### src/rtl/core/lzss4k_pkg.sv
// Shared constants and the command type for the 4k-window LZSS decoder.
package lzss4k_pkg;

    // History window; must be a power of two so pointers wrap by truncation.
    localparam int HISTORY_SIZE = 4096;
    localparam int HIST_AW      = $clog2(HISTORY_SIZE);

    // Command queue between the stream parser and the copy engine.
    localparam int CMD_Q_DEPTH  = 4;
    localparam int CMD_Q_AW     = $clog2(CMD_Q_DEPTH);

    // One decoded token: a literal (byte in word[7:0]) or a reference
    // (little-endian word: length-3 in [3:0], distance in [15:4]).
    typedef struct packed {
        logic        is_ref;
        logic [15:0] word;
    } cmd_t;

endpackage

### src/rtl/core/lzss4k_cmd_q.sv
// Small command FIFO decoupling the parser from the copy engine.
module lzss4k_cmd_q import lzss4k_pkg::*; (
    input  logic clk,
    input  logic rst_n,
    input  logic push,
    input  cmd_t push_cmd,
    output logic full,
    input  logic pop,
    output cmd_t pop_cmd,
    output logic not_empty
);

    cmd_t                q_mem_reg [CMD_Q_DEPTH];
    logic [CMD_Q_AW-1:0] wr_ptr_reg, wr_ptr_next;
    logic [CMD_Q_AW-1:0] rd_ptr_reg, rd_ptr_next;
    logic [CMD_Q_AW:0]   count_reg, count_next;
    logic                do_push, do_pop;

    assign full      = (count_reg == (CMD_Q_AW+1)'(CMD_Q_DEPTH));
    assign not_empty = (count_reg != '0);
    assign do_push   = push && !full;
    assign do_pop    = pop && not_empty;
    assign pop_cmd   = q_mem_reg[rd_ptr_reg];

    always_comb
    begin
        wr_ptr_next = do_push ? wr_ptr_reg + CMD_Q_AW'(1) : wr_ptr_reg;
        rd_ptr_next = do_pop  ? rd_ptr_reg + CMD_Q_AW'(1) : rd_ptr_reg;
        count_next  = count_reg + (CMD_Q_AW+1)'(do_push) - (CMD_Q_AW+1)'(do_pop);
    end

    always_ff @(posedge clk or negedge rst_n)
    begin
        if (!rst_n)
        begin
            wr_ptr_reg <= '0;
            rd_ptr_reg <= '0;
            count_reg  <= '0;
        end
        else
        begin
            wr_ptr_reg <= wr_ptr_next;
            rd_ptr_reg <= rd_ptr_next;
            count_reg  <= count_next;
        end
    end

    always_ff @(posedge clk)
    begin
        if (do_push)
        begin
            q_mem_reg[wr_ptr_reg] <= push_cmd;
        end
    end

endmodule

### config.mk
export PLATFORM = sky130hd
export DESIGN_NAME = lzss4k_cmd_q
export DESIGN_NICKNAME = d
export VERILOG_FILES = /design/src/rtl/core/lzss4k_pkg.sv /design/src/rtl/core/lzss4k_cmd_q.sv
export SDC_FILE = /design/constraint.sdc
export NUM_CORES = 1
export LEC_CHECK = 0
export ABC_AREA = 1
export BUFFER_PORTS_ARGS = -buffer_cell sky130_fd_sc_hd__buf_2
export CORE_MARGIN = 3
export CORE_UTILIZATION = 25
export DETAILED_ROUTE_END_ITERATION = 10
export SYNTH_ARGS = -nofsm -noshare
export SYNTH_HDL_FRONTEND = slang
export SYNTH_SLANG_ARGS = --single-unit
### constraint.sdc
create_clock -name clk -period 1.7 [get_ports clk]
set_input_delay 0.085 -clock clk [delete_from_list [all_inputs] [get_ports clk]]
set_output_delay 0.085 -clock clk [all_outputs]
set_load 0.05 [all_outputs]
==> results of run 1 <==
[worst register-to-register path, stage by stage, from the launching register on]
cell and delay (ns):
dfrtp_1 0.41, nor2_4 0.15, nand2_4 0.08, nand2_4 0.08
inv_2 0.04, ha_4 0.20, inv_2 0.06, ha_4 0.12
inv_2 0.04, fa_2 0.52, inv_2 0.03
[per-stage QoR]
stage	power [uW]	setup slack, ns	area [sq um]
after detailed placement	6170	-0.173	3640
after global placement	6080	-0.102	3640
after global routing	9290	-0.203	4410
final	8780	-0.133	4410
after CTS	8520	-0.0990	4280
after floorplan	5230	-0.219	3150
[layer usage]
layer  track usage  part of all wire  vias to the layer above
li1              -                 -                     1067
met1         0.112              0.42                     1021
met2         0.176              0.52                       54
met3        0.0255             0.042                       10
met4        0.0484             0.020                        0
met5             0                 0                        -
[power by group]
| group | switching, uW | total (uW) | internal, uW | leakage, uW |
|---|---|---|---|---|
| clock network | 716 | 2000 | 1290 | 0.000151 |
| logic | 2710 | 4160 | 1450 | 0.000963 |
| registers | 170 | 2620 | 2450 | 0.000706 |
| total | 3600 | 8780 | 5190 | 0.00182 |
[kinds of logic (layout without fill, tap and decap cells)]
kind of cell / after synthesis / count (layout) / synth area share
adders and majority gates: 7 / 7 / 0.0303
DFF: 75 / 75 / 0.706
AOI/OAI and AO/OA: 34 / 34 / 0.0542
buffers and inverters: 44 / 132 / 0.0705
and+or+nand+nor: 114 / 114 / 0.139
[area by class of cell]
type | instances | share of cell area
Sequential cell | 75 | 0.503
Multi-Input combinational cell | 155 | 0.177
Timing Repair Buffer | 82 | 0.170
Clock buffer | 10 | 0.0519
Tap cell | 168 | 0.0477
Inverter | 34 | 0.0306
Clock inverter | 6 | 0.0201
[path summary, 6_finish.rpt]
kind / from / slack, ns / depth (start not counted) / end
min in group asynchronous: rst_n / 0.12 / 2 / wr_ptr_reg[1]
hold / removal: push / 0.07 / 3 / wr_ptr_reg[1]
setup reg to reg: count_reg[1] / -0.13 / 10 / count_reg[1]
setup / recovery: count_reg[1] / -0.13 / 10 / count_reg[1]
max in group asynchronous: rst_n / 1.41 / 2 / rd_ptr_reg[0]
hold reg to reg: rd_ptr_reg[1] / 0.50 / 2 / rd_ptr_reg[1]
[cell usage after synthesis]
cell,n,share of area
nand2_1,69,0.082
ha_1,6,0.024
buf_6,7,0.025
nand3_1,5,0.0080
edfxtp_1,68,0.65
nand2_2,1,0.0020
inv_2,2,0.0024
inv_1,32,0.038
nor2_1,39,0.047
o21ai_0,15,0.024
o21ai_1,19,0.030
buf_2,3,0.0048
dfrtp_1,7,0.056
fa_1,1,0.0064
[placed cells by master (no fill, tap or decap), drive strengths merged]
cell type | Yosys | final
dfrtp | 7 | 7
clkinvlp | 0 | 1
edfxtp | 68 | 68
dlygate4sd3 | 0 | 18
ha | 6 | 6
nor2 | 39 | 39
nand3 | 5 | 5
clkbuf | 0 | 12
o21ai | 34 | 34
buf | 10 | 62
fa | 1 | 1
nand2 | 70 | 70
bufinv | 0 | 2
inv | 34 | 35
clkinv | 0 | 2
[what timing repair did]
item | CTS | global route
hold buffers | 18 | 0
gates resized for setup | 18 | 45
buffers inserted | 12 | 3
pin swaps | 1 | 6
endpoints found under the setup margin | 16 | 21
endpoints found under the hold margin | 75 | 0
==> results.md, run 1 <==
- Final Setup Violations: 2
- DP HPWL: roughly 4000 um
- IO buf count: 39
- Area delta synth->final: 40.4%
- I/O pins: 40
- Hold_ws: slightly above 0.07 ns
- CP top delay family: adder cells
- Maximum clock insertion buffer count: 2
- Post-synthesis sequential area ratio: 0.706
- Worst skew pair latency: between 0.3 and 0.4 ns
- Least-Margin Pin Slew: 0.252 ns
- Min cycle time layout: around 1.8 ns
- Failing checks: setup timing
- Total track usage: 0.100
- Fmax: 545 MHz
- Core Area: 0.0122 sq mm
- Unrepaired setup endpoints after global routing: true
- Initial antenna violation count: 0
- Crit path arrival time: 2.06 ns
- Largest register FFs: 68
- Critical path peak fanout: 2
- Largest net degree at the start of global routing: 36
- Antenna Cells: 0
- Root buf cell: clkbuf_16
- Htree depth: 3
- Via/cell ratio: roughly 4.1
- Max-Cap Viols: 0
- Register area: around 0.0022 sq mm
- Final cell utilization of the core: 0.363
- Slew headroom: 0.833
- Die Ht: between 100 and 150 um
- Clk slew on worst S/H paths: roughly 0.060 ns
- Final layout net count: ~390
- Gate Count Post-Synth: 274
- Netlist cell types: 14
- Yosys reg bits: between 70 and 80
- CTS sink cnt: 75
- Startpoint class of the critical path: flip-flop
- Final Cycle Share: 1.08
- Setup_tns: -0.181 ns
- Most common cell on crit path: inv_2
- Post-Syn Area per Cell: between 10 and 15 sq um
- Vias in the first global route: between 2000 and 2500
- Routed vias: around 2200
- Netlist Area Pre-Place: about 0.0031 sq mm
- Critical path capture point type: flip-flop
- Dpl cells: between 400 and 500
- Routed WL: around 6700 um
- Slowest stage cell on the critical path: fa_2
- Non-Filler Instances: 530
- Initial Util: 0.258
- Status: finished with violations
- Final Max Tran Viols: 0
- Synth warn: 0
- Leakage power: between 0.0015 and 0.002 uW
- Final ANT Viol Nets: 0
- Setup ws final: -0.133 ns
- Worst Skew: just under 0.006 ns
- Layout cell share with drive strength beyond 1: 0.285
- Crit path buffers/inverters: 4
- Critical path type: reg2reg
- Hold Vio Cnt, Final: 0
- Router iterations before antenna repair: 4
- GR Overflow Total: 0
- Worst VDD drop: about 0.7 mV
- CP Data Required Time: around 1.9 ns
- Die area: roughly 0.014 sq mm
- Global-route wire length before repair: 10800 um
- Filler cells: between 1000 and 1500
- Synth Net Count: just over 300
- Inserted Clock Buffers: 9
- Initial DRC count: 120
- Placer Congestion: between 0.6 and 0.7
- Hold WC Path Type: in2reg
- FP Rows: 40
- PwrDens: approximately 2000 mW/mm^2
- Chip width: 118 um
- Routed WL per cell: around 13 um
- DRC violations left: 0
- CP max stage delay: between 0.5 and 0.6 ns
- Crit-path cells: nor2_4 > nand2_4 > nand2_4 > inv_2 > ha_4 > inv_2 > ha_4 > inv_2 > fa_2 > inv_2
- Area of the multi-input gates: 779 sq um
- CTS tree: done
Power figures use the tool's default switching activity.
==> run 2, diff against run 1 <==
- CORE_MARGIN: 3 -> default
==> run 2 against run 1 <==
The run still ends with setup timing left; largest power group unchanged; sequential power hardly changed; highest routed layer unchanged; total power is 5.2% lower; clock power is 11% lower; sequential cell count stayed put; die area is 6.7% lower.
==> results.md, run 2 (synthesized netlist as in run 1, its figures left out) <==
- Status: finished with violations (unchanged)
- Failing checks: setup timing (unchanged)
- FF-to-FF path depth: 10 (unchanged)
- Fmax: 538 MHz (was 545 MHz)
- CTS sink cnt: 75 (unchanged)
- IO buf count: 39 (unchanged)
- Placer Congestion: 0.695 (was 0.682)
- PwrDens: 1960 mW/mm^2 (was 1990 mW/mm^2)
- DP HPWL: 4120 um (was 4020 um)
- Routed WL per cell: 12.2 um (was 12.6 um)
- Total track usage: 0.104 (was 0.100)
- FP Rows: 40 (unchanged)
- Die Ht: 114 um (was 118 um)
- Worst Skew: 0.00567 ns (was 0.00590 ns)
- Setup_tns: -0.233 ns (was -0.181 ns)
- Clk slew on worst S/H paths: 0.05 ns (was 0.06 ns)
- CP Data Required Time: 1.92 ns (about the same)
- Routed vias: 2077 (was 2152)
- Clk pwr share: 0.214 (was 0.228)
- Sw Share: 0.416 (was 0.409)
- Seq pwr share: 0.315 (was 0.299)
- Initial antenna violation count: 0 (unchanged)
- Switching Power: 3460 uW (was 3600 uW)
- Register area: 0.00222 sq mm (unchanged)
- Min cycle time layout: 1.86 ns (was 1.83 ns)
- Largest register FFs: 68 (unchanged)
- Core Area: 0.0121 sq mm (was 0.0122 sq mm)
- Critical path type: reg2reg (unchanged)
- Comb power frac: 0.471 (was 0.473)
- Final Setup Violations: 2 (unchanged)
- Final Max Tran Viols: 0 (unchanged)
- Die area: 0.0130 sq mm (was 0.0139 sq mm)
- Worst VDD drop: 0.641 mV (was 0.708 mV)
- Final layout net count: 380 (was 385)
- Via/cell ratio: 3.96 (was 4.06)
- Worst Hold Depth: 3 (unchanged)
- Flop2flop setup slack: -0.16 ns (was -0.13 ns)
- Routed WL: 6390 um (was 6700 um)
- DRC violations left: 0 (unchanged)
- Final ANT Viol Nets: 0 (unchanged)
- Crit path arrival time: 2.08 ns (was 2.06 ns)
- Unrepaired setup endpoints after global routing: true (unchanged)
- Most frequent cells in the layout: 68 x edfxtp_1, 66 x nand2_1, 34 x nor2_1, 32 x buf_4, 29 x inv_1 (was 68 x edfxtp_1, 65 x nand2_1, 33 x nor2_1, 26 x buf_2, 25 x inv_1)
- Area delta synth->final: 35.1% (was 40.4%)
- Router iterations before antenna repair: 4 (unchanged)
- Htree depth: 3 (unchanged)
- Max-Cap Viols: 0 (unchanged)
- Min-delay src: pop (was push)
- Global-route wire length before repair: 9880 um (was 10800 um)
- Critical path capture point type: flip-flop (unchanged)
- Layout cell share with drive strength beyond 1: 0.258 (was 0.285)
- Pre-CTS setup slack: -0.224 ns (was -0.173 ns)
- Leakage power: 0.00176 uW (was 0.00182 uW)
- Initial Util: 0.259 (was 0.258)
- Initial DRC count: 85 (was 120)
- Area of the multi-input gates: 785 sq um (was 779 sq um)
- Slew headroom: 0.615 (was 0.833)
- Vias in the first global route: 2050 (was 2125)
- Maximum clock insertion buffer count: 2 (unchanged)
- Inserted Clock Buffers: 9 (unchanged)
- FF-to-FF Start: count_reg[0] (was count_reg[1])
- Worst skew pair latency: 0.33 ns (about the same)
- Hold Vio Cnt, Final: 0 (unchanged)
- Setup ws final: -0.159 ns (was -0.133 ns)
- Final Cycle Share: 1.09 (was 1.08)
- Chip width: 114 um (was 118 um)
- I/O pins: 40 (unchanged)
- Critical path peak fanout: 2 (unchanged)
- Startpoint class of the critical path: flip-flop (unchanged)
- Hold WC Path Type: in2reg (unchanged)
- GR Overflow Total: 0 (unchanged)
- Largest net degree at the start of global routing: 20 (was 36)
- CTS tree: done (unchanged)
- Least-Margin Pin Slew: 0.577 ns (was 0.252 ns)
- Worst setup path start: count_reg[0] (was count_reg[1])
- Commonest non-fill, non-tap cell in the layout: edfxtp_1 (unchanged)
- Pint: 4860 uW (was 5190 uW)
- Root buf cell: clkbuf_16 (unchanged)
- Filler cells: 1252 (was 1177)
- Antenna Cells: 0 (unchanged)
run 2: changes by cell type in the layout (fill, tap and decap cells not counted), moves of 2 or more:
cell and change:
buf_12 -3, buf_2 -4, nor2_4 +2, buf_8 -3, clkinv_2 +3, inv_2 -5
buf_6 -13, clkbuf_4 -2, buf_4 +20, inv_1 +4, nor2_2 -3
run 2: what timing repair did:
action / CTS / global route
setup buffers: 5 / 1
hold endpoints to repair: 71 / 4
endpoints found under the setup margin: 53 / 10
pin swaps: 3 / 7
resized for setup: 22 / 19
hold buffers: 17 / 1
run 2: metal layers:
metal	routed length, um	share of wire	up-vias	global-route usage
li1	-	-	1053	-
met1	2670	0.42	970	0.118
met2	3360	0.53	42	0.182
met3	258	0.040	12	0.0296
met4	95	0.015	0	0.0468
met5	0	0	-	0
run 2: worst max-delay path: stages, from the launching register on:
cell and delay, ns:
dfrtp_1 0.40, nor2_4 0.15, nand2_4 0.07, nand2_4 0.06, inv_2 0.04, ha_4 0.23
inv_4 0.06, ha_4 0.13, inv_2 0.04, fa_2 0.55, inv_1 0.04
run 2: stage by stage:
step / cell area (sq um) / hold slack [ns] / utilization / total power, uW / cells
2_1_floorplan: 3150 / -0.211 / - / 5230 / 274
3_3_place_gp: 3610 / -0.0688 / 0.298 / 6040 / 485
3_5_place_dp: 3610 / -0.0657 / 0.298 / 6120 / 485
4_1_cts: 4170 / 0.000742 / 0.344 / 8270 / 522
5_1_grt: 4240 / 0.0571 / 0.350 / 8840 / 524
6_report: 4240 / 0.0576 / 0.350 / 8320 / 524
run 2: final cells by class:
class,instances,area share
clock inverter,6,0.0136
timing repair buffer,77,0.144
inverter,34,0.0318
multi-input combinational,155,0.185
clock buffer,9,0.0531
tap,168,0.0495
sequential,75,0.523
run 2: final timing paths:
path | to
worst max-delay path | count_reg[1]
worst min-delay path | rd_ptr_reg[0]
worst max register to register | count_reg[1]
worst min register to register | rd_ptr_reg[1]
max in group asynchronous | rd_ptr_reg[0]
min in group asynchronous | wr_ptr_reg[1]
run 2: power groups by stage:
stage | Combinational [uW] | Clock [uW] | Sequential (uW)
2_1_floorplan | 2630 | 0 | 2600
3_3_place_gp | 3390 | 0 | 2650
3_5_place_dp | 3460 | 0 | 2670
4_1_cts | 3830 | 1820 | 2620
5_1_grt | 4280 | 1910 | 2650
6_report | 3920 | 1780 | 2620
==> run 3, diff against run 2 <==
- MAX_ROUTING_LAYER: default -> met4
==> run 3 against run 2 <==
The flow still finishes with violations (setup timing); register-to-register slack hardly changed; global-route usage is 0.33 points higher; fmax hardly changed; die area stayed put; first-iteration DRC count is 11% lower; largest power group unchanged; critical path type unchanged; combinational power hardly changed; wire length is 0.34% higher; clock-buffer cell count stayed put; via count hardly changed; sequential power hardly changed; worst hold slack worse by 0.0014 ns; sequential share of layout area stayed put.
==> results.md, run 3 (synthesized netlist as in run 1, its figures left out) <==
- Min cycle time layout: 1.86 ns (about the same)
- Flop2flop setup slack: -0.16 ns (about the same)
- I/O pins: 40 (unchanged)
- Maximum clock insertion buffer count: 2 (unchanged)
- Antenna Cells: 0 (unchanged)
- Critical path capture point type: flip-flop (unchanged)
- Vias in the first global route: 2049 (was 2050)
- DRC violations left: 0 (unchanged)
- Placer Congestion: 0.702 (was 0.695)
- Routed WL per cell: 12.2 um (about the same)
- Final Max Tran Viols: 0 (unchanged)
- Largest register FFs: 68 (unchanged)
- Area of placed instances: 0.00361 sq mm (unchanged)
- Total track usage: 0.107 (was 0.104)
- Least-Margin Pin Slew: 0.575 ns (was 0.577 ns)
- Critical path type: reg2reg (unchanged)
- Die area: 0.0130 sq mm (unchanged)
- Unrepaired setup endpoints after global routing: true (unchanged)
- Final cell utilization of the core: 0.350 (unchanged)
- Sw Share: 0.417 (was 0.416)
- Hold WC Path Type: in2reg (unchanged)
- Comb power frac: 0.471 (about the same)
- Met3 usage: 0.0296 (unchanged)
- Final Cycle Share: 1.09 (about the same)
- Chip width: 114 um (unchanged)
- Global-route wire length before repair: 9890 um (was 9880 um)
- Largest net degree at the start of global routing: 20 (unchanged)
- Via/cell ratio: 3.96 (about the same)
- CTS tree: done (unchanged)
- Most frequent cells in the layout: 68 x edfxtp_1, 66 x nand2_1, 34 x nor2_1, 32 x buf_4, 29 x inv_1 (unchanged)
- Area delta synth->final: 35.1% (unchanged)
- Seq pwr share: 0.314 (was 0.315)
- Setup_tns: -0.233 ns (about the same)
- M1 GR Usage: 0.118 (about the same)
- Crit path arrival time: 2.08 ns (about the same)
- Hold Vio Cnt, Final: 0 (unchanged)
- Inserted Clock Buffers: 9 (unchanged)
- Core Area: 0.0121 sq mm (unchanged)
- Final layout net count: 380 (unchanged)
- GR Overflow Total: 0 (unchanged)
- Initial Util: 0.259 (unchanged)
- Commonest non-fill, non-tap cell in the layout: edfxtp_1 (unchanged)
- Pre-CTS setup slack: -0.224 ns (unchanged)
- Worst VDD drop: 0.641 mV (about the same)
- Final Setup Violations: 2 (unchanged)
- Switching Power: 3480 uW (was 3460 uW)
- Failing checks: setup timing (unchanged)
- Routed WL: 6410 um (was 6390 um)
- Router iterations before antenna repair: 4 (unchanged)
- Clk slew on worst S/H paths: 0.05 ns (about the same)
- PwrDens: 1960 mW/mm^2 (about the same)
- Final ANT Viol Nets: 0 (unchanged)
- Status: finished with violations (unchanged)
- Slew headroom: 0.616 (was 0.615)
- Routed vias: 2075 (was 2077)
- Root buf cell: clkbuf_16 (unchanged)
- GR peak layer: met2 (unchanged)
- Initial DRC count: 76 (was 85)
- Worst skew pair latency: 0.33 ns (about the same)
- Met2 Use GR: 0.182 (unchanged)
- CP Data Required Time: 1.92 ns (about the same)
- Pint: 4860 uW (about the same)
- IO buf count: 39 (unchanged)
- FP Rows: 40 (unchanged)
- Leakage power: 0.00176 uW (unchanged)
- Pwr Total: 8330 uW (was 8320 uW)
- Die Ht: 114 um (unchanged)
- DP HPWL: 4120 um (unchanged)
- Critical path peak fanout: 2 (unchanged)
- CTS sink cnt: 75 (unchanged)
- Htree depth: 3 (unchanged)
- Setup ws final: -0.159 ns (about the same)
- Worst Skew: 0.00537 ns (was 0.00567 ns)
- Initial antenna violation count: 0 (unchanged)
- Layout cell share with drive strength beyond 1: 0.258 (unchanged)
- Max-Cap Viols: 0 (unchanged)
- Fmax: 538 MHz (about the same)
- Startpoint class of the critical path: flip-flop (unchanged)
- Clk pwr share: 0.215 (was 0.214)
- Finished Cell Area: 0.00424 sq mm (unchanged)
run 3: cell counts in the layout (fill, tap and decap cells not counted):
No cell type changed its count.
run 3: path summary, 6_finish.rpt:
| path | start | to | cells after the start |
|---|---|---|---|
| max | count_reg[0] | count_reg[1] | 10 |
| min | pop | rd_ptr_reg[0] | 3 |
| max reg2reg | count_reg[0] | count_reg[1] | 10 |
| min reg2reg | rd_ptr_reg[1] | rd_ptr_reg[1] | 2 |
| max in group asynchronous | rst_n | rd_ptr_reg[0] | 2 |
| min in group asynchronous | rst_n | wr_ptr_reg[1] | 2 |
run 3: repair_timing:
| item | in CTS | in global routing |
|---|---|---|
| hold buffers | 17 | 1 |
| buffers inserted | 5 | 1 |
| endpoints found under the hold margin | 71 | 4 |
| pin swaps | 3 | 7 |
| gates resized for setup | 22 | 19 |
| setup endpoints to repair | 53 | 10 |
run 3: through the flow:
stage / hold slack [ns] / std cells
finish: 0.0562 / 524
global route: 0.0571 / 524
CTS: 0.000742 / 522
detailed placement: -0.0657 / 485
global placement: -0.0688 / 485
floorplan: -0.211 / 274
run 3: final cells by class:
type,count,area (sq um)
fill,1252,7870
sequential,75,2220
multi-input combinational,155,785
timing repair buffer,77,613
clock buffer,9,225
tap,168,210
inverter,34,135
clock inverter,6,57.6
run 3: metal layers:
layer	up-vias	wire, um	share of wire
met1	982	2720	0.43
met3	9	236	0.037
met5	-	0	0
met2	31	3370	0.53
li1	1053	-	-
met4	0	82	0.013
run 3: power groups by stage:
stage / logic, uW / registers [uW] / clock network (uW)
finish: 3920 / 2620 / 1790
global route: 4280 / 2650 / 1910
CTS: 3830 / 2620 / 1820
detailed placement: 3460 / 2670 / 0
global placement: 3390 / 2650 / 0
floorplan: 2630 / 2600 / 0
run 3: worst max-delay path: stages (launching register included):
cell     delay, ns
dfrtp_1       0.40
nor2_4        0.15
nand2_4       0.07
nand2_4       0.06
inv_2         0.04
ha_4          0.23
inv_4         0.06
ha_4          0.13
inv_2         0.04
fa_2          0.55
inv_1         0.04
