===== src/rtl/core/lzss4k_pkg.sv =====
// Shared constants and the command type for the 4k-window LZSS decoder.
package lzss4k_pkg;

    // History window; must be a power of two so pointers wrap by truncation.
    localparam int HISTORY_SIZE = 4096;
    localparam int HIST_AW      = $clog2(HISTORY_SIZE);

    // Command queue between the stream parser and the copy engine.
    localparam int CMD_Q_DEPTH  = 4;
    localparam int CMD_Q_AW     = $clog2(CMD_Q_DEPTH);

    // One decoded token: a literal (byte in word[7:0]) or a reference
    // (little-endian word: length-3 in [3:0], distance in [15:4]).
    typedef struct packed {
        logic        is_ref;
        logic [15:0] word;
    } cmd_t;

endpackage


===== src/rtl/core/lzss4k_front.sv =====
// Stream parser: tracks flag bytes and token phases, emits literal/reference commands.
module lzss4k_front import lzss4k_pkg::*; (
    input  logic       clk,
    input  logic       rst_n,
    input  logic       in_valid,
    input  logic [7:0] in_byte,
    output logic       in_stall,
    input  logic       q_full,
    output logic       push,
    output cmd_t       push_cmd
);

    typedef enum logic [2:0] {
        PH_FLAG     = 3'b001,
        PH_TOKEN    = 3'b010,
        PH_REF_HIGH = 3'b100
    } phase_t;

    localparam logic [3:0] TOKENS_PER_FLAG = 4'd8;

    phase_t     phase_reg, phase_next;
    logic [7:0] flag_bits_reg, flag_bits_next;
    logic [3:0] tokens_left_reg, tokens_left_next;
    logic [7:0] ref_low_reg, ref_low_next;
    logic [3:0] tokens_dec;
    logic       accept;
    logic       token_done;

    assign in_stall   = q_full;
    assign accept     = in_valid && !q_full;
    assign tokens_dec = (tokens_left_reg != 4'd0) ? tokens_left_reg - 4'd1 : 4'd0;

    always_comb
    begin
        phase_next       = phase_reg;
        flag_bits_next   = flag_bits_reg;
        tokens_left_next = tokens_left_reg;
        ref_low_next     = ref_low_reg;
        push             = 1'b0;
        push_cmd.is_ref  = 1'b0;
        push_cmd.word    = {8'h00, in_byte};
        token_done       = 1'b0;

        if (accept)
        begin
            case (phase_reg)
                PH_FLAG:
                begin
                    flag_bits_next   = in_byte;
                    tokens_left_next = TOKENS_PER_FLAG;
                    phase_next       = PH_TOKEN;
                end
                PH_TOKEN:
                begin
                    if (flag_bits_reg[0])
                    begin
                        push       = 1'b1;
                        token_done = 1'b1;
                    end
                    else
                    begin
                        ref_low_next = in_byte;
                        phase_next   = PH_REF_HIGH;
                    end
                end
                PH_REF_HIGH:
                begin
                    push            = 1'b1;
                    push_cmd.is_ref = 1'b1;
                    push_cmd.word   = {in_byte, ref_low_reg};
                    token_done      = 1'b1;
                end
                default:
                begin
                    phase_next = PH_FLAG;
                end
            endcase
        end

        if (token_done)
        begin
            flag_bits_next   = flag_bits_reg >> 1;
            tokens_left_next = tokens_dec;
            phase_next       = (tokens_dec == 4'd0) ? PH_FLAG : PH_TOKEN;
        end
    end

    always_ff @(posedge clk or negedge rst_n)
    begin
        if (!rst_n)
        begin
            phase_reg       <= PH_FLAG;
            flag_bits_reg   <= 8'h00;
            tokens_left_reg <= 4'd0;
        end
        else
        begin
            phase_reg       <= phase_next;
            flag_bits_reg   <= flag_bits_next;
            tokens_left_reg <= tokens_left_next;
        end
    end

    always_ff @(posedge clk)
    begin
        ref_low_reg <= ref_low_next;
    end

endmodule


===== config.mk =====
export PLATFORM = sky130hd
export DESIGN_NAME = lzss4k_front
export DESIGN_NICKNAME = d
export VERILOG_FILES = /design/src/rtl/core/lzss4k_pkg.sv /design/src/rtl/core/lzss4k_front.sv
export SDC_FILE = /design/constraint.sdc
export NUM_CORES = 1
export LEC_CHECK = 0
export BUFFER_PORTS_ARGS = -buffer_cell sky130_fd_sc_hd__buf_4
export CORE_MARGIN = 5
export CORE_UTILIZATION = 35
export CTS_CLUSTER_SIZE = 14
export DETAILED_ROUTE_END_ITERATION = 8
export GPL_TIMING_DRIVEN = 1
export PLACE_DENSITY = 0.66
export SKIP_LAST_GASP = 1
export SLEW_MARGIN = 20
export SYNTH_ARGS = -nofsm -noshare
export SYNTH_HDL_FRONTEND = slang
export SYNTH_SLANG_ARGS = --single-unit
export TNS_END_PERCENT = 30

===== constraint.sdc =====
create_clock -name clk -period 2.7 [get_ports clk]
set_input_delay 0.27 -clock clk [delete_from_list [all_inputs] [get_ports clk]]
set_output_delay 0.27 -clock clk [all_outputs]
set_load 0.02 [all_outputs]

==> results of run 1 <==
-- metal layers --
metal,up-vias,share of wire
li1,446,-
met1,427,0.46
met2,30,0.45
met3,4,0.074
met4,0,0.020
met5,-,0
-- cells in the mapped netlist --
| library cell | instances |
|---|---|
| a21o_1 | 1 |
| a21oi_1 | 2 |
| a22o_1 | 1 |
| and2_1 | 1 |
| and3_1 | 8 |
| and3b_1 | 1 |
| buf_2 | 2 |
| buf_4 | 2 |
| buf_6 | 1 |
| clkbuf_1 | 1 |
| dfrtp_1 | 14 |
| dfstp_2 | 1 |
| edfxtp_1 | 8 |
| inv_1 | 3 |
| inv_2 | 1 |
| mux2_1 | 7 |
| nand2_1 | 3 |
| nand2b_1 | 3 |
| nand3_1 | 1 |
| nor2_1 | 19 |
| nor2b_1 | 2 |
| nor3_1 | 1 |
| nor3_4 | 1 |
| nor3b_4 | 1 |
| nor4_1 | 1 |
| o211ai_1 | 1 |
| o21a_1 | 1 |
| o21ai_0 | 2 |
| o21ai_1 | 3 |
| o21ai_2 | 1 |
| o221a_1 | 1 |
| o22ai_1 | 8 |
| o311a_1 | 1 |
| o41ai_1 | 1 |
| or3_1 | 1 |
-- path summary, 6_finish.rpt --
check | startpoint | end | slack, ns
max in group asynchronous | rst_n | phase_reg[0] | 2.13
hold / removal | in_byte[7] | ref_low_reg[7] | 0.15
setup / recovery | phase_reg[1] | push_cmd[2] | 0.51
min in group asynchronous | rst_n | tokens_left_reg[0] | 0.33
setup reg to reg | phase_reg[2] | tokens_left_reg[1] | 0.74
hold reg to reg | flag_bits_reg[3] | flag_bits_reg[3] | 0.54
-- stage by stage --
stage,utilization,power (mW),std cells
2_1_floorplan,-,0.775,106
3_3_place_gp,0.448,0.844,175
3_5_place_dp,0.448,0.864,175
4_1_cts,0.460,1.02,180
5_1_grt,0.460,1.09,180
6_report,0.460,1.01,180
-- power groups by stage --
stage                     clock [mW]  sequential, mW  combinational (mW)
final                          0.158           0.560               0.297
after global routing           0.181           0.572               0.339
after CTS                      0.164           0.558               0.301
after detailed placement           0           0.566               0.298
after global placement             0           0.560               0.284
after floorplan                    0           0.527               0.248
-- cells by family after synthesis --
kind of cell | count (synthesis) | share of synthesized area
AO/OA/AOI/OAI | 23 | 0.136
buffers and inverters | 10 | 0.0482
flip-flops | 23 | 0.540
multiplexers | 7 | 0.0690
AND/OR/NAND/NOR | 43 | 0.207
-- cell type report --
cell class,instances,area [µm²]
Clock buffer,3,22.5
Clock inverter,1,5.00
Fill cell,323,1680
Inverter,4,15.0
Multi-Input combinational cell,73,470
Sequential cell,23,617
Tap cell,44,55.1
Timing Repair Buffer,32,243
-- critical path, stage by stage (launching register included) --
cell	delay (ns)
dfrtp_1	0.46
nand2b_1	0.22
nor3_4	0.39
mux2_1	0.39
buf_4	0.16
-- what timing repair did --
action | 4_1_cts | 5_1_grt
hold buffers | 1 | 0
hold endpoints to repair | 14 | 0
buffers inserted | 0 | 0
==> run summary, run 1 <==
status -> finished, final reports clean
peak supply drop -> 0.000425 V
WL/cell -> 14.3 µm
post-synthesis sequential area ratio -> 0.540
Worst Path Max Fanout -> 10
ANT cells -> 0
post-route cell area -> 1430 µm²
initial antenna violation count -> 0
FMAX -> 456 MHz
via-per-instance ratio -> 5.04
final setup TNS -> 0 ns
Slew Viols, Final -> 0
GRT busiest layer -> met2
GRT overflow -> 0
All-Layer GR Usage -> 0.127
area leader, netlist -> dfrtp_1
Nets -> 149
number of H-tree levels -> 1
most frequent cells in the layout -> buf_4 (31), nor2_1 (19), dfrtp_1 (14)
cts repair resizes -> 0
Worst Setup End Kind -> primary output
Clock power frac -> 0.155
slew margin rel. -> 0.577
Core ar. -> 3100 µm²
cts bufs inserted -> 3
Clock Skews -> 0.00562 ns
main area contributors after synthesis -> dfrtp_1 (31%), edfxtp_1 (21%), mux2_1 (6.9%), nor2_1 (6.2%), and3_1 (4.4%)
Slew @ Worst Pin -> 0.633 ns
first-pass GRT wire length -> 4.24 mm
GRT met2 Usage -> 0.184
RSZ-0062 raised after global routing -> false
DP HPWL -> 1.93 mm
max-cap violations -> 0
gpl congestion -> 0.768
largest net degree at the start of global routing -> 16
crit path DAT -> 1.92 ns
Post-Synthesis Cells -> 106
WHS Path Cells -> 1
P_leak -> 0.641 nW
Final min period -> 2.19 ns
initial drt markers -> 27
ratio of cells with drive above 1 in the final layout -> 0.294
register bit total from synthesis -> 23
Final setup viols -> 0
Synth Warn # -> 0
Net Switching -> 0.360 mW
hold violation total from the final report -> 0
Setup WS pre-CTS -> 0.747 ns
internal power -> 0.654 mW
CP startpoint kind -> register
Final ANT Viol Nets -> 0
most common cell after layout, fill and taps aside -> buf_4
PortBufs -> 30
syn_nets -> 118
Die ar. -> 4510 µm²
clk slew on worst S/H paths -> 0.13 ns
Synth cell types -> 35
mapped cell area -> 1140 µm²
Synth-to-Final Area Change -> 25.0%
Switching Share -> 0.355
Flop pwr share -> 0.552
Sink Count -> 23
Die Span Y -> 67.1 µm
final WL -> 2.58 mm
row count -> 20
vias in the first global route -> 860
grt met3 use -> 0.0200
critical setup path kind -> reg2out
Worst Reg2Reg Path Length in Cells -> 4
Die Width -> 67.1 µm
Combinational Power Share -> 0.293
via count -> 907
PD cells -> 711 nW/µm²
Worst Hold Class -> in2reg
area share of the largest cell type after synthesis -> 0.307
clk root buf -> clkbuf_4
Max Buffers Root-to-Sink -> 2
Setup WS post-layout -> 0.507 ns
starting density of the core -> 0.368
Required @ worst endpoint -> 2.43 ns
DRC -> 0
worst hold slack -> 0.148 ns
io pins -> 31
met1 Usage GRT -> 0.179
syn_area_per_cell -> 10.8 µm²
Period Utilization, post-route -> 0.812
Pre-Repair DR Iteration Count -> 4
Post-DP Area -> 1390 µm²
Clk Latency, worst-skew pair -> 0.31 ns
CTS tree -> yes
Note: power is estimated with default switching activity, not from simulation.
==> run 2, diff against run 1 <==
--- a/config.mk
+++ b/config.mk
@@ -11,7 +11,7 @@
 export CTS_CLUSTER_SIZE = 14
 export DETAILED_ROUTE_END_ITERATION = 8
 export GPL_TIMING_DRIVEN = 1
-export PLACE_DENSITY = 0.66
+export PLACE_DENSITY = 0.68
 export SKIP_LAST_GASP = 1
 export SLEW_MARGIN = 20
 export SYNTH_ARGS = -nofsm -noshare
==> constraint.sdc (replaced) <==
create_clock -name clk -period 2 [get_ports clk]
set_input_delay 0.2 -clock clk [delete_from_list [all_inputs] [get_ports clk]]
set_output_delay 0.2 -clock clk [all_outputs]
set_load 0.02 [all_outputs]
==> run summary, run 2 (synthesis gave the netlist of run 1 again) <==
clk slew on worst S/H paths -> 0.13 ns (about the same)
peak supply drop -> 0.000554 V (+30%)
Slowest Stage Delay on Critical Path -> 0.51 ns (+0.05 ns)
cts bufs inserted -> 3 (unchanged)
WL/cell -> 13.8 µm (-3.7%)
post-placement cell count -> 177 (+1.1%)
Combinational Power Share -> 0.323 (+0.030)
GRT overflow -> 0 (unchanged)
most common cell after layout, fill and taps aside -> buf_4
hold violation total from the final report -> 0 (unchanged)
Final ANT Viol Nets -> 0 (unchanged)
via count -> 956 (+5.4%)
cell family with most CP delay -> compound AO/OA/AOI/OAI gates
crit-path cells -> buf_4 > and3b_1 > o21ai_2 > inv_2 > buf_4
slew margin rel. -> 0.590 (+0.0126)
vias in the first global route -> 933 (+8.5%)
DP HPWL -> 1.94 mm (+0.34%)
Worst Reg2Reg Path Length in Cells -> 5 (+1)
crit path DAT -> 1.79 ns (-0.13 ns)
largest net degree at the start of global routing -> 16 (unchanged)
internal power -> 0.927 mW (+42%)
Setup WS pre-CTS -> 0.208 ns (-0.539 ns)
Worst Hold Class -> in2reg
Core ar. -> 3100 µm² (unchanged)
CP startpoint kind -> register
clk root buf -> clkbuf_4
Worst path slowest cell -> o21ai_2
most frequent cells in the layout -> buf_4 (37), nor2_1 (19), dfrtp_1 (14)
Switching Share -> 0.351 (-0.00404)
Synth-to-Final Area Change -> 30.7%
via-per-instance ratio -> 5.11 (+1.5%)
Required @ worst endpoint -> 1.80 ns (-0.63 ns)
worst reg2reg path endpoint -> tokens_left_reg[1]
P_leak -> 0.680 nW (+6.1%)
FMAX -> 503 MHz
PortBufs -> 30 (unchanged)
R2R setup slack -> 0.24 ns (-0.50 ns)
Final min period -> 1.99 ns
Flop pwr share -> 0.526 (-0.026)
io pins -> 31 (unchanged)
Hold EP -> ref_low_reg[7]
FF-to-FF Start -> phase_reg[1]
Nets -> 156 (+4.7%)
Final setup viols -> 0 (unchanged)
filler cell count -> 304 (-5.9%)
number of H-tree levels -> 1 (unchanged)
starting density of the core -> 0.368 (unchanged)
Max Buffers Root-to-Sink -> 2 (unchanged)
status -> finished, final reports clean
first-pass GRT wire length -> 4.40 mm (+3.6%)
Post-DP Area -> 1410 µm² (+1.1%)
ratio of cells with drive above 1 in the final layout -> 0.329 (+0.0346)
critical setup path kind -> reg2out
Worst Setup End Kind -> primary output
DRC -> 0 (unchanged)
final WL -> 2.58 mm (about the same)
gpl congestion -> 0.719 (-6.4%)
Worst Setup SP -> phase_reg[1]
Die Span Y -> 67.1 µm (unchanged)
Clk Latency, worst-skew pair -> 0.30 ns (about the same)
post-route cell area -> 1490 µm² (+4.6%)
final setup TNS -> 0 ns (unchanged)
max-cap violations -> 0 (unchanged)
fin cells -> 187 (+3.9%)
CTS tree -> yes
hold path start -> in_byte[7]
Die Width -> 67.1 µm (unchanged)
WHS Path Cells -> 1 (unchanged)
Period Utilization, post-route -> 0.995
Worst Path Max Fanout -> 14 (+4)
Slew @ Worst Pin -> 0.615 ns (-0.0176 ns)
PD cells -> 957 nW/µm² (+35%)
Setup WS post-layout -> 0.0106 ns (-0.497 ns)
Clock power frac -> 0.151 (-0.004)
Pre-Repair DR Iteration Count -> 5 (+1)
ANT cells -> 0 (unchanged)
row count -> 20 (unchanged)
Clock Skews -> 0.00127 ns (-0.00435 ns)
Die ar. -> 4510 µm² (unchanged)
Sink Count -> 23 (unchanged)
Net Switching -> 0.502 mW (+39%)
All-Layer GR Usage -> 0.128 (+0.000965)
Slew Viols, Final -> 0 (unchanged)
cell mode on critical path -> buf_4
WP buf/inv -> 3 (+2)
RSZ-0062 raised after global routing -> true
initial drt markers -> 44 (+63%)
initial antenna violation count -> 0 (unchanged)
## run 2: how the worst max path moves through the flow
stage	end	slack, ns	cells after the start
after global routing	push	-0.06	5
after global placement	push_cmd[2]	0.27	5
after CTS	push_cmd[5]	0.02	5
final	push	0.01	5
after floorplan	ref_low_reg[0]	0.09	2
after detailed placement	push_cmd[5]	0.21	5
## run 2: layer usage
layer	vias to the layer above	track usage	routed length, µm
met3	2	0.0183	153
met2	26	0.209	1250
met4	0	0.0633	34
li1	462	-	-
met1	466	0.164	1150
met5	-	0	0
## run 2: repair_timing
item	4_1_cts	5_1_grt
endpoints found under the hold margin	15	0
resized for setup	0	0
hold buffers	1	0
endpoints found under the setup margin	7	16
pin swaps	1	1
setup buffers	5	0
## run 2: worst reg2reg max path, stage by stage, from the launching register on
cell,delay [ns]
dfrtp_1,0.42
buf_4,0.15
and3b_1,0.19
o21ai_2,0.51
o21ai_1,0.14
a22o_1,0.25
## run 2: through the flow
| stage | power [mW] | utilization | hold WS [ns] |
|---|---|---|---|
| after CTS | 1.43 | 0.481 | 0.0681 |
| after floorplan | 1.05 | - | -0.0956 |
| after global routing | 1.53 | 0.481 | 0.0499 |
| after global placement | 1.14 | 0.453 | 0.0598 |
| final | 1.43 | 0.481 | 0.0760 |
| after detailed placement | 1.18 | 0.453 | 0.0666 |
## run 2: power by group through the flow
stage	clock network, mW	registers, mW	logic, mW
after floorplan	0	0.712	0.335
after global placement	0	0.752	0.390
after detailed placement	0	0.765	0.413
after CTS	0.220	0.746	0.465
after global routing	0.243	0.769	0.520
final	0.215	0.751	0.462
## run 2: layout make-up
cell class                      count  area, µm²  share of cell area
Clock buffer                        3       22.5              0.0151
Clock inverter                      1       5.00             0.00335
Inverter                            4       15.0              0.0101
Multi-Input combinational cell     73        470               0.315
Sequential cell                    23        617               0.413
Tap cell                           44       55.1              0.0369
Timing Repair Buffer               39        308               0.206
==> run 3, diff against run 2 <==
--- a/config.mk
+++ b/config.mk
@@ -11,7 +11,7 @@
 export CTS_CLUSTER_SIZE = 14
 export DETAILED_ROUTE_END_ITERATION = 8
 export GPL_TIMING_DRIVEN = 1
-export PLACE_DENSITY = 0.68
+export PLACE_DENSITY = 0.7
 export SKIP_LAST_GASP = 1
 export SLEW_MARGIN = 20
 export SYNTH_ARGS = -nofsm -noshare
==> constraint.sdc (replaced) <==
create_clock -name clk -period 2 [get_ports clk]
set_input_delay 0.2 -clock clk [delete_from_list [all_inputs] [get_ports clk]]
set_output_delay 0.2 -clock clk [all_outputs]
set_load 0.01 [all_outputs]
==> run summary, run 3 (synthesis gave the netlist of run 1 again) <==
Worst Hold Class -> in2reg
Flop pwr share -> 0.535 (+0.009)
final WL -> 2.69 mm (+4.2%)
CP startpoint kind -> register
Synth-to-Final Area Change -> 30.8% (about the same)
io pins -> 31 (unchanged)
Met3 Wirelength -> 163 µm (+6.5%)
Final setup viols -> 0 (unchanged)
via count -> 916 (-4.2%)
Pre-Repair DR Iteration Count -> 4 (-1)
Required @ worst endpoint -> 1.80 ns (about the same)
hold violation total from the final report -> 0 (unchanged)
GRT overflow -> 0 (unchanged)
initial antenna violation count -> 0 (unchanged)
internal power -> 0.929 mW (+0.23%)
PortBufs -> 30 (unchanged)
most frequent cells in the layout -> buf_4 (35), nor2_1 (19), dfrtp_1 (14)
critical setup path kind -> reg2out
via-per-instance ratio -> 4.95 (-3.1%)
Die Span Y -> 67.1 µm (unchanged)
DP HPWL -> 1.96 mm (+1.3%)
max-cap violations -> 0 (unchanged)
RSZ-0062 raised after global routing -> false
Worst Setup End Kind -> primary output
All-Layer GR Usage -> 0.132 (+0.00419)
row count -> 20 (unchanged)
Switching Share -> 0.347 (-0.00469)
Max Buffers Root-to-Sink -> 2 (unchanged)
Clock power frac -> 0.148 (-0.003)
FMAX -> 526 MHz (+4.6%)
CTS tree -> yes
Slew Viols, Final -> 0 (unchanged)
WL/cell -> 14.5 µm (+5.3%)
Post-Route M1 WL -> 1.17 mm (+1.7%)
Combinational Power Share -> 0.317 (-0.006)
final setup TNS -> 0 ns (unchanged)
Overall Power -> 1.42 mW (-0.49%)
ratio of cells with drive above 1 in the final layout -> 0.326 (-0.00243)
Setup WS post-layout -> 0.0986 ns (+0.0879 ns)
Clk Latency, worst-skew pair -> 0.30 ns (about the same)
clk slew on worst S/H paths -> 0.12 ns (about the same)
Final ANT Viol Nets -> 0 (unchanged)
most common cell after layout, fill and taps aside -> buf_4
P_leak -> 0.671 nW (-1.3%)
gpl congestion -> 0.745 (+3.6%)
cts bufs inserted -> 3 (unchanged)
crit path DAT -> 1.70 ns (-0.09 ns)
Die Width -> 67.1 µm (unchanged)
Period Utilization, post-route -> 0.951 (-0.0440)
starting density of the core -> 0.368 (unchanged)
post-layout util -> 0.481 (about the same)
Nets -> 154 (-1.3%)
number of H-tree levels -> 1 (unchanged)
met2 WL -> 1.33 mm (+6.9%)
top layer in use -> met4
vias in the first global route -> 930 (-0.32%)
Die ar. -> 4510 µm² (unchanged)
Worst Path Max Fanout -> 8 (-6)
first-pass GRT wire length -> 4.39 mm (-0.16%)
Clock Skews -> 0.00771 ns (+0.00644 ns)
status -> finished, final reports clean
Final min period -> 1.90 ns (-0.0879 ns)
slew margin rel. -> 0.642 (+0.0518)
Sink Count -> 23 (unchanged)
PD cells -> 951 nW/µm² (-0.58%)
Core ar. -> 3100 µm² (unchanged)
Slew @ Worst Pin -> 0.533 ns (-0.0817 ns)
clk root buf -> clkbuf_4
ANT cells -> 0 (unchanged)
DRC -> 0 (unchanged)
Setup WS pre-CTS -> 0.124 ns (-0.0831 ns)
largest net degree at the start of global routing -> 16 (unchanged)
peak supply drop -> 0.000427 V (-23%)
initial drt markers -> 35 (-20%)
Net Switching -> 0.493 mW (-1.8%)
[run 3: layout make-up]
class,instances,area (µm²)
fill,305,1610
sequential,23,617
multi-input combinational,73,488
timing repair buffer,37,293
tap,44,55.1
clock buffer,4,26.3
inverter,4,15.0
[run 3: power by group through the flow]
stage,clock network (mW),logic (mW),registers [mW]
after floorplan,0,0.323,0.712
after global placement,0,0.370,0.754
after detailed placement,0,0.389,0.766
after CTS,0.223,0.427,0.750
after global routing,0.243,0.511,0.783
final,0.210,0.451,0.760
[run 3: worst max-delay path, cell delays in order (launching register included)]
cell      delay [ns]
dfrtp_1         0.46
nand2b_4        0.18
nor3_4          0.15
buf_12          0.15
mux2_1          0.32
buf_4           0.15
[run 3: path summary, 6_finish.rpt]
check / startpoint / end / slack [ns] / cells after the start
setup / recovery: phase_reg[1] / push_cmd[5] / 0.1 / 5
hold / removal: in_byte[7] / ref_low_reg[7] / 0.09 / 1
setup reg to reg: phase_reg[1] / tokens_left_reg[2] / 0.13 / 5
hold reg to reg: flag_bits_reg[1] / flag_bits_reg[1] / 0.55 / 2
max in group asynchronous: rst_n / phase_reg[0] / 1.49 / 2
min in group asynchronous: rst_n / tokens_left_reg[0] / 0.27 / 2
[run 3: through the flow]
step	hold WS (ns)	cells	area (µm²)
2_1_floorplan	-0.0956	106	1140
6_report	0.0884	185	1490
3_5_place_dp	0.0633	175	1390
3_3_place_gp	0.0593	175	1390
4_1_cts	0.0722	184	1470
5_1_grt	0.0556	185	1490
[run 3: metal layers]
metal	vias up	global-route usage
li1	453	-
met1	433	0.163
met2	28	0.222
met3	2	0.0233
met4	0	0.0608
met5	-	0
[run 3: timing repair]
action                                  in CTS  in global routing
pin swaps                                    1                  1
buffers inserted                             4                  1
hold endpoints to repair                    15                  0
hold buffers                                 1                  0
cloned                                       0                  0
gates resized for setup                      0                  3
endpoints found under the setup margin       7                 11
